**config.mk**
```make
export PLATFORM = sky130hd
export DESIGN_NAME = lenient_utf8_decoder_flat
export DESIGN_NICKNAME = d
export VERILOG_FILES = /design/src/rtl/lud_pkg.sv /design/src/rtl/lud_if.sv /design/src/rtl/lud_front.sv /design/src/rtl/lud_back.sv /design/src/rtl/lenient_utf8_decoder.sv /design/src/flat_wrapper.sv
export SDC_FILE = /design/constraint.sdc
export NUM_CORES = 1
export LEC_CHECK = 0
export ABC_AREA = 1
export BUFFER_PORTS_ARGS = -buffer_cell sky130_fd_sc_hd__buf_2
export CAP_MARGIN = 5
export CORE_MARGIN = 10
export CORE_UTILIZATION = 43
export CTS_CLUSTER_SIZE = 40
export DETAILED_ROUTE_END_ITERATION = 10
export PLACE_DENSITY = 0.67
export SETUP_SLACK_MARGIN = 0.05
export SYNTH_ARGS = -nofsm -noshare
export SYNTH_HDL_FRONTEND = slang
export SYNTH_SLANG_ARGS = --single-unit
```
**constraint.sdc**
```tcl
create_clock -name clock -period 4.05 [get_ports clock]
set_clock_uncertainty 0.1 [all_clocks]
set_input_delay 0.81 -clock clock [delete_from_list [all_inputs] [get_ports clock]]
set_output_delay 0.81 -clock clock [all_outputs]
set_load 0.03 [all_outputs]
```
**src/rtl/lud_pkg.sv**
```systemverilog
`timescale 1ns / 1ps
// lud_pkg: types, constants and byte classification for the lenient UTF-8 decoder.
// No dependencies; used by the interfaces, the front end, the back end and the top level.
package lud_pkg;

   localparam int BYTE_W    = 8;
   localparam int CP_W      = 21;
   localparam int GW_W      = 5;
   localparam int TW_W      = 16;
   localparam int NEED_W    = 2;
   localparam int CONT_BITS = 6;

   // default depth of the queue between front and back end
   localparam int QUEUE_DEPTH = 2;

   localparam logic [BYTE_W-1:0] ASCII_LIMIT = 8'h80;
   localparam logic [BYTE_W-1:0] LEAD2_TOP   = 8'hE0;
   localparam logic [BYTE_W-1:0] LEAD2_CODE  = 8'hC0;
   localparam logic [BYTE_W-1:0] LEAD3_TOP   = 8'hF0;
   localparam logic [BYTE_W-1:0] LEAD3_CODE  = 8'hE0;
   localparam logic [BYTE_W-1:0] LEAD4_TOP   = 8'hF8;
   localparam logic [BYTE_W-1:0] LEAD4_CODE  = 8'hF0;
   localparam logic [BYTE_W-1:0] LEAD2_BITS  = 8'h1F;
   localparam logic [BYTE_W-1:0] LEAD3_BITS  = 8'h0F;
   localparam logic [BYTE_W-1:0] LEAD4_BITS  = 8'h07;

   localparam logic [CP_W-1:0] REPLACEMENT_CP = 21'h00FFFD;
   localparam logic [CP_W-1:0] NARROW_LIMIT   = 21'h000080;
   localparam logic [GW_W-1:0] GW_NARROW      = 5'd8;
   localparam logic [GW_W-1:0] GW_WIDE        = 5'd16;
   localparam logic [TW_W-1:0] WIDTH_MAX      = 16'hFFFF;

   typedef enum logic [1:0] {
      KIND_PLAIN,
      KIND_LEAD,
      KIND_BAD,
      KIND_END
   } byte_kind_type;

   typedef struct packed {
      byte_kind_type       kind;
      logic [NEED_W-1:0]   need;
      logic [BYTE_W-1:0]   data;
   } entry_type;

   typedef struct packed {
      logic      valid;
      entry_type entry;
   } queue_head_type;

   function automatic entry_type classify(input logic [BYTE_W-1:0] b);
      entry_type e;
      e.data = b;
      e.need = '0;
      priority if (b == '0) begin
         e.kind = KIND_END;
      end else if (b < ASCII_LIMIT) begin
         e.kind = KIND_PLAIN;
      end else if ((b & LEAD2_TOP) == LEAD2_CODE) begin
         e.kind = KIND_LEAD;
         e.need = 2'd1;
      end else if ((b & LEAD3_TOP) == LEAD3_CODE) begin
         e.kind = KIND_LEAD;
         e.need = 2'd2;
      end else if ((b & LEAD4_TOP) == LEAD4_CODE) begin
         e.kind = KIND_LEAD;
         e.need = 2'd3;
      end else begin
         e.kind = KIND_BAD;
      end
      return e;
   endfunction

   // payload bits of a lead byte, by the number of following bytes it announces
   function automatic logic [CP_W-1:0] lead_bits(input logic [BYTE_W-1:0] b,
                                                 input logic [NEED_W-1:0] need);
      logic [CP_W-1:0] r;
      unique case (need)
         2'd1:    r = CP_W'(b & LEAD2_BITS);
         2'd2:    r = CP_W'(b & LEAD3_BITS);
         2'd3:    r = CP_W'(b & LEAD4_BITS);
         default: r = '0;
      endcase
      return r;
   endfunction

endpackage

```
**src/rtl/lud_if.sv**
```systemverilog
`timescale 1ns / 1ps
// lud_req_if / lud_rsp_if: valid/ready channels of the decoder.
// Depends on lud_pkg for the field widths.
interface lud_req_if import lud_pkg::*; ();
   logic              valid;
   logic              ready;
   logic [BYTE_W-1:0] in_byte;

   modport source (output valid, output in_byte, input ready);
   modport sink   (input valid, input in_byte, output ready);
endinterface

interface lud_rsp_if import lud_pkg::*; ();
   logic            valid;
   logic            ready;
   logic [CP_W-1:0] code_point;
   logic            is_replacement;
   logic [GW_W-1:0] glyph_width;
   logic [TW_W-1:0] text_width;
   logic            end_of_text;

   modport source (output valid, output code_point, output is_replacement,
                   output glyph_width, output text_width, output end_of_text,
                   input ready);
   modport sink   (input valid, input code_point, input is_replacement,
                   input glyph_width, input text_width, input end_of_text,
                   output ready);
endinterface

```
**src/rtl/lud_front.sv**
```systemverilog
`timescale 1ns / 1ps
// lud_front: takes text bytes, classifies them and queues the entries for the back end.
// Depends on lud_pkg and lud_req_if.
module lud_front import lud_pkg::*; #(
   parameter int Depth = QUEUE_DEPTH
) (
   input  logic            clock,
   input  logic            reset,
   lud_req_if.sink         req_chan,
   output queue_head_type  head,
   input  logic            pop
);

   localparam int PtrW = (Depth > 1) ? $clog2(Depth) : 1;
   localparam int CntW = $clog2(Depth + 1);
   localparam logic [PtrW-1:0] LastPtr = PtrW'(Depth - 1);
   localparam logic [CntW-1:0] FullCnt = CntW'(Depth);

   entry_type       slot_ff [Depth];
   logic [PtrW-1:0] wr_ptr_ff, wr_ptr_in;
   logic [PtrW-1:0] rd_ptr_ff, rd_ptr_in;
   logic [CntW-1:0] count_ff,  count_in;
   logic            push;

   assign req_chan.ready = (count_ff != FullCnt);
   assign push           = req_chan.valid && req_chan.ready;

   assign head.valid = (count_ff != '0);
   assign head.entry = slot_ff[rd_ptr_ff];

   always_comb begin
      wr_ptr_in = wr_ptr_ff;
      rd_ptr_in = rd_ptr_ff;
      count_in  = count_ff;
      if (push) begin
         wr_ptr_in = (wr_ptr_ff == LastPtr) ? '0 : wr_ptr_ff + 1'b1;
      end
      if (pop) begin
         rd_ptr_in = (rd_ptr_ff == LastPtr) ? '0 : rd_ptr_ff + 1'b1;
      end
      if (push && !pop) begin
         count_in = count_ff + 1'b1;
      end else if (pop && !push) begin
         count_in = count_ff - 1'b1;
      end
   end

   always_ff @(posedge clock) begin
      if (reset) begin
         wr_ptr_ff <= '0;
         rd_ptr_ff <= '0;
         count_ff  <= '0;
      end else begin
         wr_ptr_ff <= wr_ptr_in;
         rd_ptr_ff <= rd_ptr_in;
         count_ff  <= count_in;
      end
   end

   always_ff @(posedge clock) begin
      if (push) begin
         slot_ff[wr_ptr_ff] <= classify(req_chan.in_byte);
      end
   end

endmodule

```
**src/rtl/lud_back.sv**
```systemverilog
`timescale 1ns / 1ps
// lud_back: decoder state, truncated-sequence replay and the result register.
// Depends on lud_pkg and lud_rsp_if.
module lud_back import lud_pkg::*; (
   input  logic            clock,
   input  logic            reset,
   input  queue_head_type  head,
   output logic            pop,
   lud_rsp_if.source       rsp_chan
);

   typedef enum logic {
      ST_RUN,
      ST_REPLAY
   } state_type;

   state_type          state_ff,    state_in;
   logic [NEED_W-1:0]  needed_ff,   needed_in;
   logic [NEED_W-1:0]  seen_ff,     seen_in;
   logic [CP_W-1:0]    acc_ff,      acc_in;
   logic [BYTE_W-1:0]  held_ff [2];
   logic [BYTE_W-1:0]  held_in [2];
   logic [BYTE_W-1:0]  replay_ff [2];
   logic [BYTE_W-1:0]  replay_in [2];
   logic               idx_ff,      idx_in;
   logic               last_ff,     last_in;
   logic [TW_W-1:0]    wsum_ff,     wsum_in;

   logic               rsp_valid_ff, rsp_valid_in;
   logic [CP_W-1:0]    cp_ff,       cp_in;
   logic               rep_ff,      rep_in;
   logic [GW_W-1:0]    gw_ff,       gw_in;
   logic [TW_W-1:0]    tw_ff,       tw_in;
   logic               eot_ff,      eot_in;

   entry_type          cur;
   logic               slot_free;
   logic               step;
   logic               res_fire;
   logic [CP_W-1:0]    res_cp;
   logic               res_rep;
   logic [NEED_W-1:0]  seen_inc;
   logic [CP_W-1:0]    acc_shift;
   logic [GW_W-1:0]    gw;
   logic [TW_W:0]      sum_wide;

   assign slot_free = !rsp_valid_ff || rsp_chan.ready;
   assign cur       = (state_ff == ST_REPLAY) ? classify(replay_ff[idx_ff]) : head.entry;
   assign step      = slot_free && ((state_ff == ST_REPLAY) || head.valid);
   assign seen_inc  = seen_ff + 1'b1;
   assign acc_shift = {acc_ff[CP_W-CONT_BITS-1:0], cur.data[CONT_BITS-1:0]};

   always_comb begin
      state_in     = state_ff;
      needed_in    = needed_ff;
      seen_in      = seen_ff;
      acc_in       = acc_ff;
      held_in      = held_ff;
      replay_in    = replay_ff;
      idx_in       = idx_ff;
      last_in      = last_ff;
      wsum_in      = wsum_ff;
      rsp_valid_in = rsp_valid_ff && !rsp_chan.ready;
      cp_in        = cp_ff;
      rep_in       = rep_ff;
      gw_in        = gw_ff;
      tw_in        = tw_ff;
      eot_in       = eot_ff;
      pop          = 1'b0;
      res_fire     = 1'b0;
      res_cp       = '0;
      res_rep      = 1'b0;

      if (step) begin
         if ((state_ff == ST_REPLAY) || (cur.kind != KIND_END)) begin
            if (state_ff == ST_RUN) begin
               pop = 1'b1;
            end else if (idx_ff == last_ff) begin
               state_in = ST_RUN;
            end else begin
               idx_in = 1'b1;
            end

            if (needed_ff != '0) begin
               // any nonzero byte inside an open sequence counts as a following byte
               acc_in = acc_shift;
               if (!seen_ff[1]) begin
                  held_in[seen_ff[0]] = cur.data;
               end
               seen_in = seen_inc;
               if (seen_inc >= needed_ff) begin
                  res_fire  = 1'b1;
                  res_cp    = acc_shift;
                  needed_in = '0;
                  seen_in   = '0;
                  acc_in    = '0;
               end
            end else begin
               unique case (cur.kind)
                  KIND_PLAIN: begin
                     res_fire = 1'b1;
                     res_cp   = CP_W'(cur.data);
                  end
                  KIND_LEAD: begin
                     needed_in = cur.need;
                     seen_in   = '0;
                     acc_in    = lead_bits(cur.data, cur.need);
                  end
                  KIND_BAD: begin
                     res_fire = 1'b1;
                     res_cp   = REPLACEMENT_CP;
                     res_rep  = 1'b1;
                  end
                  KIND_END: begin
                  end
               endcase
            end
         end else if (needed_ff != '0) begin
            // string ends inside a sequence: replace the lead byte, replay the rest;
            // the end byte stays queued and is looked at again afterwards
            res_fire     = 1'b1;
            res_cp       = REPLACEMENT_CP;
            res_rep      = 1'b1;
            replay_in[0] = held_ff[0];
            replay_in[1] = held_ff[1];
            idx_in       = 1'b0;
            last_in      = seen_ff[1];
            needed_in    = '0;
            seen_in      = '0;
            acc_in       = '0;
            if (seen_ff != '0) begin
               state_in = ST_REPLAY;
            end
         end else begin
            pop          = 1'b1;
            rsp_valid_in = 1'b1;
            cp_in        = '0;
            rep_in       = 1'b0;
            gw_in        = '0;
            tw_in        = wsum_ff;
            eot_in       = 1'b1;
            wsum_in      = '0;
         end
      end

      gw       = (res_cp < NARROW_LIMIT) ? GW_NARROW : GW_WIDE;
      sum_wide = {1'b0, wsum_ff} + (TW_W + 1)'(gw);
      if (res_fire) begin
         wsum_in      = sum_wide[TW_W] ? WIDTH_MAX : sum_wide[TW_W-1:0];
         rsp_valid_in = 1'b1;
         cp_in        = res_cp;
         rep_in       = res_rep;
         gw_in        = gw;
         tw_in        = wsum_in;
         eot_in       = 1'b0;
      end
   end

   always_ff @(posedge clock) begin
      if (reset) begin
         state_ff     <= ST_RUN;
         needed_ff    <= '0;
         seen_ff      <= '0;
         acc_ff       <= '0;
         idx_ff       <= 1'b0;
         last_ff      <= 1'b0;
         wsum_ff      <= '0;
         rsp_valid_ff <= 1'b0;
      end else begin
         state_ff     <= state_in;
         needed_ff    <= needed_in;
         seen_ff      <= seen_in;
         acc_ff       <= acc_in;
         idx_ff       <= idx_in;
         last_ff      <= last_in;
         wsum_ff      <= wsum_in;
         rsp_valid_ff <= rsp_valid_in;
      end
      held_ff   <= held_in;
      replay_ff <= replay_in;
      cp_ff     <= cp_in;
      rep_ff    <= rep_in;
      gw_ff     <= gw_in;
      tw_ff     <= tw_in;
      eot_ff    <= eot_in;
   end

   assign rsp_chan.valid          = rsp_valid_ff;
   assign rsp_chan.code_point     = cp_ff;
   assign rsp_chan.is_replacement = rep_ff;
   assign rsp_chan.glyph_width    = gw_ff;
   assign rsp_chan.text_width     = tw_ff;
   assign rsp_chan.end_of_text    = eot_ff;

endmodule

```
**src/rtl/lenient_utf8_decoder.sv**
```systemverilog
`timescale 1ns / 1ps
// lenient_utf8_decoder: top level, a classifying front end and a decoding back end.
// Depends on lud_pkg, lud_if, lud_front and lud_back.

// Decodes a zero-terminated UTF-8 byte stream leniently into one transaction per character:
// code point, replacement flag, glyph width (8 below 0x80, 16 otherwise) and the running,
// saturating text width. Following bytes are masked, never checked; bad lead bytes give
// 0xFFFD. A zero byte ending an open sequence gives 0xFFFD for the lead, the held bytes are
// decoded again, and the end transaction (end_of_text set, total width) follows. Ordinary
// bytes go at one per cycle while the result channel keeps taking results; each byte passes
// a queue slot and then the result register. A truncated end emits the replacement, replays
// each held byte and then gives the end transaction, the back end producing at most one result
// per cycle into its single result register while that register is free or being taken. The
// byte queue (QueueDepth entries) keeps input flowing while a result waits to be taken.
module lenient_utf8_decoder import lud_pkg::*; #(
   parameter int QueueDepth = QUEUE_DEPTH
) (
   input  logic     clock,
   input  logic     reset,
   lud_req_if.sink  req_chan,
   lud_rsp_if.source rsp_chan
);

   queue_head_type head;
   logic           pop;

   // front end: handshake, classification, byte queue
   lud_front #(
      .Depth (QueueDepth)
   ) u_front (
      .clock    (clock),
      .reset    (reset),
      .req_chan (req_chan),
      .head     (head),
      .pop      (pop)
   );

   // back end: sequence assembly, replay, width sum, result register
   lud_back u_back (
      .clock    (clock),
      .reset    (reset),
      .head     (head),
      .pop      (pop),
      .rsp_chan (rsp_chan)
   );

`ifndef SYNTHESIS
   // the end transaction carries nothing but the total width
   a_end_clean: assert property (@(posedge clock) disable iff (reset)
      rsp_chan.valid && rsp_chan.end_of_text |->
         rsp_chan.code_point == '0 && rsp_chan.glyph_width == '0 && !rsp_chan.is_replacement)
      else $error("end transaction carries a character");

   // glyph width follows the code point
   a_glyph: assert property (@(posedge clock) disable iff (reset)
      rsp_chan.valid && !rsp_chan.end_of_text |->
         rsp_chan.glyph_width == ((rsp_chan.code_point < NARROW_LIMIT) ? GW_NARROW : GW_WIDE))
      else $error("glyph width does not match code point");

   // a replacement always shows as U+FFFD
   a_repl: assert property (@(posedge clock) disable iff (reset)
      rsp_chan.valid && rsp_chan.is_replacement |-> rsp_chan.code_point == REPLACEMENT_CP)
      else $error("replacement flag without U+FFFD");
`endif

endmodule

```
**src/flat_wrapper.sv**
```systemverilog
// flat-port wrapper written by rule: the top's interface ports become plain ports
module lenient_utf8_decoder_flat import lud_pkg::*;
#(
   parameter int QueueDepth = QUEUE_DEPTH
)
  (clock, reset, req_chan_valid, req_chan_in_byte, req_chan_ready, rsp_chan_valid, rsp_chan_code_point, rsp_chan_is_replacement, rsp_chan_glyph_width, rsp_chan_text_width, rsp_chan_end_of_text, rsp_chan_ready);
  lud_req_if req_chan_i ();
  lud_rsp_if rsp_chan_i ();
  input  logic clock;
  input  logic reset;
  input wire logic [$bits(req_chan_i.valid)-1:0] req_chan_valid;
  input wire logic [$bits(req_chan_i.in_byte)-1:0] req_chan_in_byte;
  output wire logic [$bits(req_chan_i.ready)-1:0] req_chan_ready;
  output wire logic [$bits(rsp_chan_i.valid)-1:0] rsp_chan_valid;
  output wire logic [$bits(rsp_chan_i.code_point)-1:0] rsp_chan_code_point;
  output wire logic [$bits(rsp_chan_i.is_replacement)-1:0] rsp_chan_is_replacement;
  output wire logic [$bits(rsp_chan_i.glyph_width)-1:0] rsp_chan_glyph_width;
  output wire logic [$bits(rsp_chan_i.text_width)-1:0] rsp_chan_text_width;
  output wire logic [$bits(rsp_chan_i.end_of_text)-1:0] rsp_chan_end_of_text;
  input wire logic [$bits(rsp_chan_i.ready)-1:0] rsp_chan_ready;
  assign req_chan_i.valid = req_chan_valid;
  assign req_chan_i.in_byte = req_chan_in_byte;
  assign req_chan_ready = req_chan_i.ready;
  assign rsp_chan_valid = rsp_chan_i.valid;
  assign rsp_chan_code_point = rsp_chan_i.code_point;
  assign rsp_chan_is_replacement = rsp_chan_i.is_replacement;
  assign rsp_chan_glyph_width = rsp_chan_i.glyph_width;
  assign rsp_chan_text_width = rsp_chan_i.text_width;
  assign rsp_chan_end_of_text = rsp_chan_i.end_of_text;
  assign rsp_chan_i.ready = rsp_chan_ready;
  lenient_utf8_decoder #(.QueueDepth(QueueDepth)) u_core (.clock(clock), .reset(reset), .req_chan(req_chan_i), .rsp_chan(rsp_chan_i));
endmodule
```
* Word-level counts from Yosys, hierarchy flattened *
Memory sizes are Yosys's and may differ from the RTL's. A register that Yosys moved wholly into a read port is not among the register bits.
Index checks and enable logic that the tools add are counted.

cells by class
  add/sub/neg operators = 6
  $lt $le $gt $ge = 7
  equal/unequal tests = 19
  mux-type cells = 103
  bitwise gates (word level) = 5
  reductions and logical operators = 33

operators by type and width
  operator             count
  $mux 21              8
  $mux 16              10
  $mux 15              5
  $mux 2               25
  $mux 1               37
  $mux 8               4
  $pmux 16 s2          1
  $mux 5               5
  $lt 21x8->1 const B  1
  $add 16x5->17        1
  $bwmux 16            1
  $logic_not 8->1      2
  $lt 8x8->1 const B   2
  $mux 4               4
  $reduce_bool 2->1    8
  $pmux 5 s3           1
  $reduce_and 3->1     5
  $mux 12              1
  $ne 2x2->1 const B   6
  $reduce_and 4->1     3
  $eq 5x5->1 const B   2
  $demux 8 s1          1
  $eq 4x4->1 const B   2
  $eq 2x2->1 const B   3
  17 further kinds     35

word-level totals
  register bits = 119
  bits in writable memories = 24
  input port bits = 12
  output and inout port bits = 46
  word-level logic and storage cells = 194
  memories = 1

memories
  name                    depth  width  read ports  clocked after memory_dff  write ports  line             source
  u_core.u_front.slot_ff  2      12     1           1                         1            lud_front.sv:19  entry_type slot_ff [Depth];

* Longest topological paths before layout *
  depth after elaboration = 21
  depth in mapped cells = 28
  depth with buffers taken out = 27

* Modules after synthesis *
A second synthesis with hierarchy kept.

unflattened totals
  cell total of the unflattened synthesis = 621
  area, all modules = 6207.2 µm²

modules (own cells, without submodules)
  module     times used  cells an instance  area an instance (µm²)  seq. area each (µm²)
  lud_back   1           533                4978.5                  2962.8
  lud_front  1           88                 1228.7                  820.8

* Worst setup path before layout *
OpenSTA, ideal clock, no wires.

  path type = register to register
  from = register u_core.u_back.seen_ff[0]
  to = register u_core.u_back.tw_ff[15], in the netlist u_core.u_back.rsp_chan.text_width[15], data pin
  setup time = 0.264 ns
  arrival = 3.705 ns
  data required time = 3.686 ns
  path slack = -0.020 ns
  stages on the path, launching flop included = 23
  buffers on the path = 1
  clock period less this slack = 4.070 ns
  cells stage by stage = dfxtp_1 -> inv_1 -> ha_1 -> ha_1 -> a21oi_1 -> clkbuf_1 -> nor2_1 -> o311ai_1 -> nand3_1 -> nor2_1 -> nand2_1 -> inv_1 -> ha_1 -> fa_1 -> nand3_1 -> nor3_1 -> nand3_1 -> nor3_1 -> nand3_1 -> nand2_1 -> inv_1 -> o21ai_1 -> o21ai_0

between the ends
  word-level cells in the longest chain between the ends = 11
  elaborated cells between the ends (all ways) = 15
  those cells by class = add/sub: 2; order compare: 2; mux: 11

ends and longest elaborated chain
  element                      line             source
  from (decl)                  lud_back.sv:19   logic [NEED_W-1:0] seen_ff, seen_in;
  from (signal assigned)       lud_back.sv:172  seen_ff <= seen_in;
  $add 2x1->2                  lud_back.sv:50   assign seen_inc = seen_ff + 1'b1;
  $ge 2x2->1                   lud_back.sv:91   if (seen_inc >= needed_ff) begin
  $mux 21                      lud_back.sv:91
  $mux 21                      lud_back.sv:84   if (needed_ff != '0) begin
  $mux 21                      lud_back.sv:75   if ((state_ff == ST_REPLAY) || (cur.kind != KIND_END)) begin
  $mux 21                      lud_back.sv:74   if (step) begin
  $lt 21x8->1                  lud_back.sv:146  gw = (res_cp < NARROW_LIMIT) ? GW_NARROW : GW_WIDE;
  $mux 5                       lud_back.sv:146
  net u_core.u_back.gw[4]      lud_back.sv:44   logic [GW_W-1:0] gw;
  $add 16x5->17                lud_back.sv:147  sum_wide = {1'b0, wsum_ff} + (TW_W + 1)'(gw);
  $mux 16                      lud_back.sv:149  wsum_in = sum_wide[TW_W] ? WIDTH_MAX : sum_wide[TW_W-1:0];
  $mux 16                      lud_back.sv:148  if (res_fire) begin
  net u_core.u_back.tw_in[15]  lud_back.sv:33   logic [TW_W-1:0] tw_ff, tw_in;
  to (signal assigned)         lud_back.sv:184  tw_ff <= tw_in;
  to (decl)                    lud_back.sv:33

The timed path passes the listed nets, and every way through them passes these cells.
A chain may end at the register's enable or synchronous reset.

* Worst setup path after layout *
  from = register u_core.u_back.seen_ff[1]
  to = register u_core.u_back.wsum_ff[15]

between the ends
  word-level cells in the longest chain between the ends = 11
  elaborated cells between the ends (all ways) = 19
  those cells by class = add/sub: 2; order compare: 2; eq/ne: 2; mux: 11; reduce/logical: 2

ends and longest elaborated chain
  element                  line             source
  $add 2x1->2              lud_back.sv:50
  $ge 2x2->1               lud_back.sv:91
  $mux 21                  lud_back.sv:91
  $mux 21                  lud_back.sv:84
  $mux 21                  lud_back.sv:75
  $mux 21                  lud_back.sv:74
  $lt 21x8->1              lud_back.sv:146
  $mux 5                   lud_back.sv:146
  net u_core.u_back.gw[4]  lud_back.sv:44
  $add 16x5->17            lud_back.sv:147
  $mux 16                  lud_back.sv:149
  $mux 16                  lud_back.sv:148
  to (signal assigned)     lud_back.sv:176  wsum_ff <= wsum_in;
  to (decl)                lud_back.sv:27   logic [TW_W-1:0] wsum_ff, wsum_in;

The timed path passes the listed nets, and every way through them passes these cells.

==> key figures <==
Yosys
  • Total of flip-flops plus latches after synthesis: around 140
  • Dominant cell type by area after synthesis: sky130_fd_sc_hd__edfxtp_1
  • Library cell with the highest instance count after synthesis: sky130_fd_sc_hd__nand2_1
  • Synth warnings: 0
  • Number of distinct library cells after synthesis: 40
  • Average cell area after synthesis: between 9 and 10 µm²
  • Top FF cell, synth: sky130_fd_sc_hd__edfxtp_1
  • Cell types with the largest area share after synthesis: sky130_fd_sc_hd__edfxtp_1 (46%), sky130_fd_sc_hd__dfxtp_1 (14%), sky130_fd_sc_hd__nand2_1 (9.2%)
  • Number of instances in the synthesized netlist: 660
  • Ys async rst share: 0
  • Number of enable-type register cells in the synthesized netlist: 96
  • Most used standard cells in the synthesized netlist: sky130_fd_sc_hd__nand2_1 (155), sky130_fd_sc_hd__edfxtp_1 (96), sky130_fd_sc_hd__inv_1 (78)
  • Fraction of the yosys area taken by sequential cells: 0.5987
  • Post-synth top area share: 0.4561
  • Post-synthesis cell area: between 6000 and 7000 µm²

Clocking
  • Maximum clock path buffer count: 2
  • Number of buffers inserted for hold repair after clock tree synthesis: 0
  • Clk slew on worst S/H paths: roughly 0.060 ns
  • Deepest level of the CTS H-tree: 4
  • CTS root buffer: sky130_fd_sc_hd__clkbuf_16
  • Clock latency reported for the late side of the worst-skew pair: 0.42 ns
  • Number of buffers created by CTS: 17
  • Clk sinks: 141
  • Clock tree from TritonCTS: built

Placed design
  • Number of I/O port buffers: 54
  • HPWL Detailed: 10170 µm
  • Routability congestion estimate: 0.8860
  • Placed Instance Area: roughly 6900 µm²
  • Worst setup timing slack at the placement stage: -0.1904 ns

Power
  • Power density over the cells: 820.9 nW/µm²
  • Leakage power of the design: 3.279 nW
  • Max rail drop VDD: 0.5090 mV
  • Final Total Pwr: 6.363 mW

STA
  • Count of final hold-check violations: 0
  • Post-route worst setup slack: 0.2526 ns
  • Count of pins over their slew limit: 0
  • Worst hold slack after final layout: 0.3167 ns
  • Setup violators final: 0
  • Worst-case headroom to the max-slew limit: 0.3128
  • Least-Margin Pin Slew: 1.027 ns
  • Post-route fraction of the period consumed by the critical path: 0.9376
  • Fmax: approximately 0.26 GHz
  • RSZ-0062 raised after global routing: true
  • Minimum period implied by the final worst setup slack: 3.797 ns

Route
  • Top metal layer carrying routed signals: met4
  • Via total after detailed routing: 4861
  • First-iteration detailed-routing DRC count: 436
  • Wire length per cell after detailed routing: 15.24 µm
  • Number of design rule violations left after detail routing: 0
  • Routed length on met1: 6477 µm
  • DR vias/cell: 5.128
  • Initial DRT Pass Iterations: 5
  • Length of routed met3 wiring: 955 µm
  • Total length of routed met2 wires: 6744 µm
  • Final routed wirelength across all metal layers: 14450 µm
  • DRT antenna net count: 0

Floorplanning
  • Ports: 58
  • Width of the die: between 100 and 150 µm
  • Area inside the core boundary: roughly 14000 µm²
  • Area of the die: 19950 µm²
  • Effective utilization at floorplan: 0.4365
  • Number of standard-cell rows in the floorplan: 44
  • Die Y-Extent: 141.2 µm

GRT
  • Number of antenna violations at the first check in global routing: 0
  • Gr ovfl total: 0
  • All-Layer GR Usage: 0.1451
  • First-pass GRT wire length: 23390 µm
  • Largest net degree at the start of global routing: about 40
  • Vias in the first global route: ~4700

Setup path
  • Max Fanout on Critical Path: 5
  • WS Path Type: reg -> reg
  • Cell type of the slowest stage on the worst timing path: sky130_fd_sc_hd__dfxtp_1
  • Critical register-to-register path startpoint: u_core.u_back.seen_ff[1]
  • Startpoint type of the worst setup path: flop
  • Critical path's largest stage delay: 0.34 ns
  • Worst EP arrival: 4.04 ns
  • WP data required: 4.30 ns
  • Worst R2R Setup Slack: 0.25 ns
  • Cell type with the highest occurrence count on the critical path: sky130_fd_sc_hd__ha_4
  • Crit path cell chain: inv_1 > ha_4 > ha_4 > a21oi_4 > buf_6 > nor2_1 > o311ai_1 > nand3_1 > nor2_2 > nand2_2 > inv_2 > ha_4 > fa_2 > nand3_4 > nor3_4 > nand3_2 > nor3_2 > nand3_1 > o21ai_0 > o21ai_2 > a21oi_1
  • Endpoint class of the critical path: flop
  • Worst-case reg-to-reg path depth: 21
  • Capturing point of the worst reg2reg path: u_core.u_back.wsum_ff[15]

Finish
  • Combined area of the multi-input logic cells: 2171 µm²
  • NumNets Final: slightly below 800
  • Antenna diode count: 0
  • Filler Cells Inserted: 1242
  • Growth of design area from synthesis to finish: 22.65%
  • Register area: 3787 µm²
  • Cell area after layout: between 7000 and 8000 µm²
  • Ratio of cells with drive above 1 in the final layout: 0.2382

Hold path
  • End point of the worst hold path: u_core.u_back.replay_ff[13]
  • Hold Path Class: reg -> reg
  • Count of cells along the worst hold path: 0
  • Startpoint of the worst hold path: u_core.u_back.held_ff[13]

Run
  • Max_cap viols: 0

Outcome
  • Outcome: complete, no violations
==> final cells by class <==
type / instances / area share
Clock buffer: 22 / 0.06683
Clock inverter: 10 / 0.01550
Inverter: 87 / 0.04310
Timing Repair Buffer: 94 / 0.07619
Tap cell: 184 / 0.02970
Sequential cell: 141 / 0.4886
Multi-Input combinational cell: 410 / 0.2801
==> per-stage QoR <==
stage,util,setup TNS [ns],cells
floorplan,-,0,662
global placement,0.4790,-0.07135,909
detailed placement,0.4790,-0.3738,909
CTS,0.5246,0,942
global route,0.5353,0,948
finish,0.5353,0,948
==> report_power, final <==
part	leakage (nW)	total (mW)	internal [mW]	switching [mW]
clock network	0.313	1.63	1.04	0.594
logic	1.69	2.58	0.745	1.83
registers	1.27	2.15	2.04	0.119
==> kinds of logic (layout without fill, tap and decap cells) <==
family,Yosys count,after routing,synth area share
xor+xnor,10,10,0.01386
compound gates,124,124,0.1067
flops,141,141,0.5987
buf+inv,111,213,0.07662
simple gates,266,266,0.1885
other cells,1,3,0.0005934
fa+ha+maj,7,7,0.01505
==> repair_timing <==
item	4_1_cts	5_1_grt
pin swaps	1	16
gates resized for setup	4	26
hold endpoints to repair	0	0
setup endpoints to repair	5	27
setup buffers	1	6
==> routing by layer <==
metal | GRT usage | vias up
met1 | 0.1864 | 2257
li1 | - | 2384
met2 | 0.2270 | 198
met4 | 0.06250 | 0
met5 | 0 | -
met3 | 0.03628 | 22
==> sequential cells by signal (all words and copies together) (netlist names), 2 cells and up, named ones only <==
signal and count:
u_core.u_back.acc_ff 15, u_core.u_back.held_ff 16, u_core.u_back.needed_ff 2, u_core.u_back.replay_ff 16, u_core.u_back.rsp_chan.code_point 21, u_core.u_back.rsp_chan.glyph_width 2, u_core.u_back.rsp_chan.text_width 16, u_core.u_back.seen_ff 2
u_core.u_back.wsum_ff 16, u_core.u_front.count_ff 2, u_core.u_front.slot_ff 24
==> worst max-delay path by stage <==
| stage | start | to | cells after the start |
|---|---|---|---|
| 6_report | u_core.u_back.seen_ff[1] | u_core.u_back.wsum_ff[15] | 21 |
| 5_1_grt | u_core.u_back.idx_ff | u_core.u_back.rsp_chan.text_width[15] | 27 |
| 4_1_cts | u_core.u_back.seen_ff[0] | u_core.u_back.rsp_chan.text_width[15] | 22 |
| 3_5_place_dp | u_core.u_back.seen_ff[0] | u_core.u_back.rsp_chan.text_width[15] | 22 |
| 3_3_place_gp | u_core.u_back.seen_ff[0] | u_core.u_back.rsp_chan.text_width[15] | 22 |
| 2_1_floorplan | u_core.u_back.seen_ff[0] | u_core.u_back.rsp_chan.text_width[15] | 22 |
==> critical path: cells and delay by family (launching register included) <==
| family | cells | cell delay, ns |
|---|---|---|
| and+or+nand+nor | 9 | 1.19 |
| AOI/OAI and AO/OA | 5 | 0.98 |
| adders and majority gates | 4 | 0.84 |
| DFF | 1 | 0.34 |
| buffers and inverters | 3 | 0.28 |
==> layout by cell type (no fill, tap or decap), drive strengths merged, types with 9 or more instances in the layout <==
| cell | instances |
|---|---|
| nor2 | 46 |
| nand3 | 31 |
| nor3 | 14 |
| dfxtp | 45 |
| clkbuf | 22 |
| edfxtp | 96 |
| a21oi | 59 |
| nand2 | 169 |
| xor2 | 9 |
| buf | 94 |
| inv | 91 |
| o21ai | 51 |
No activity file was read; power rests on OpenSTA's default activity.
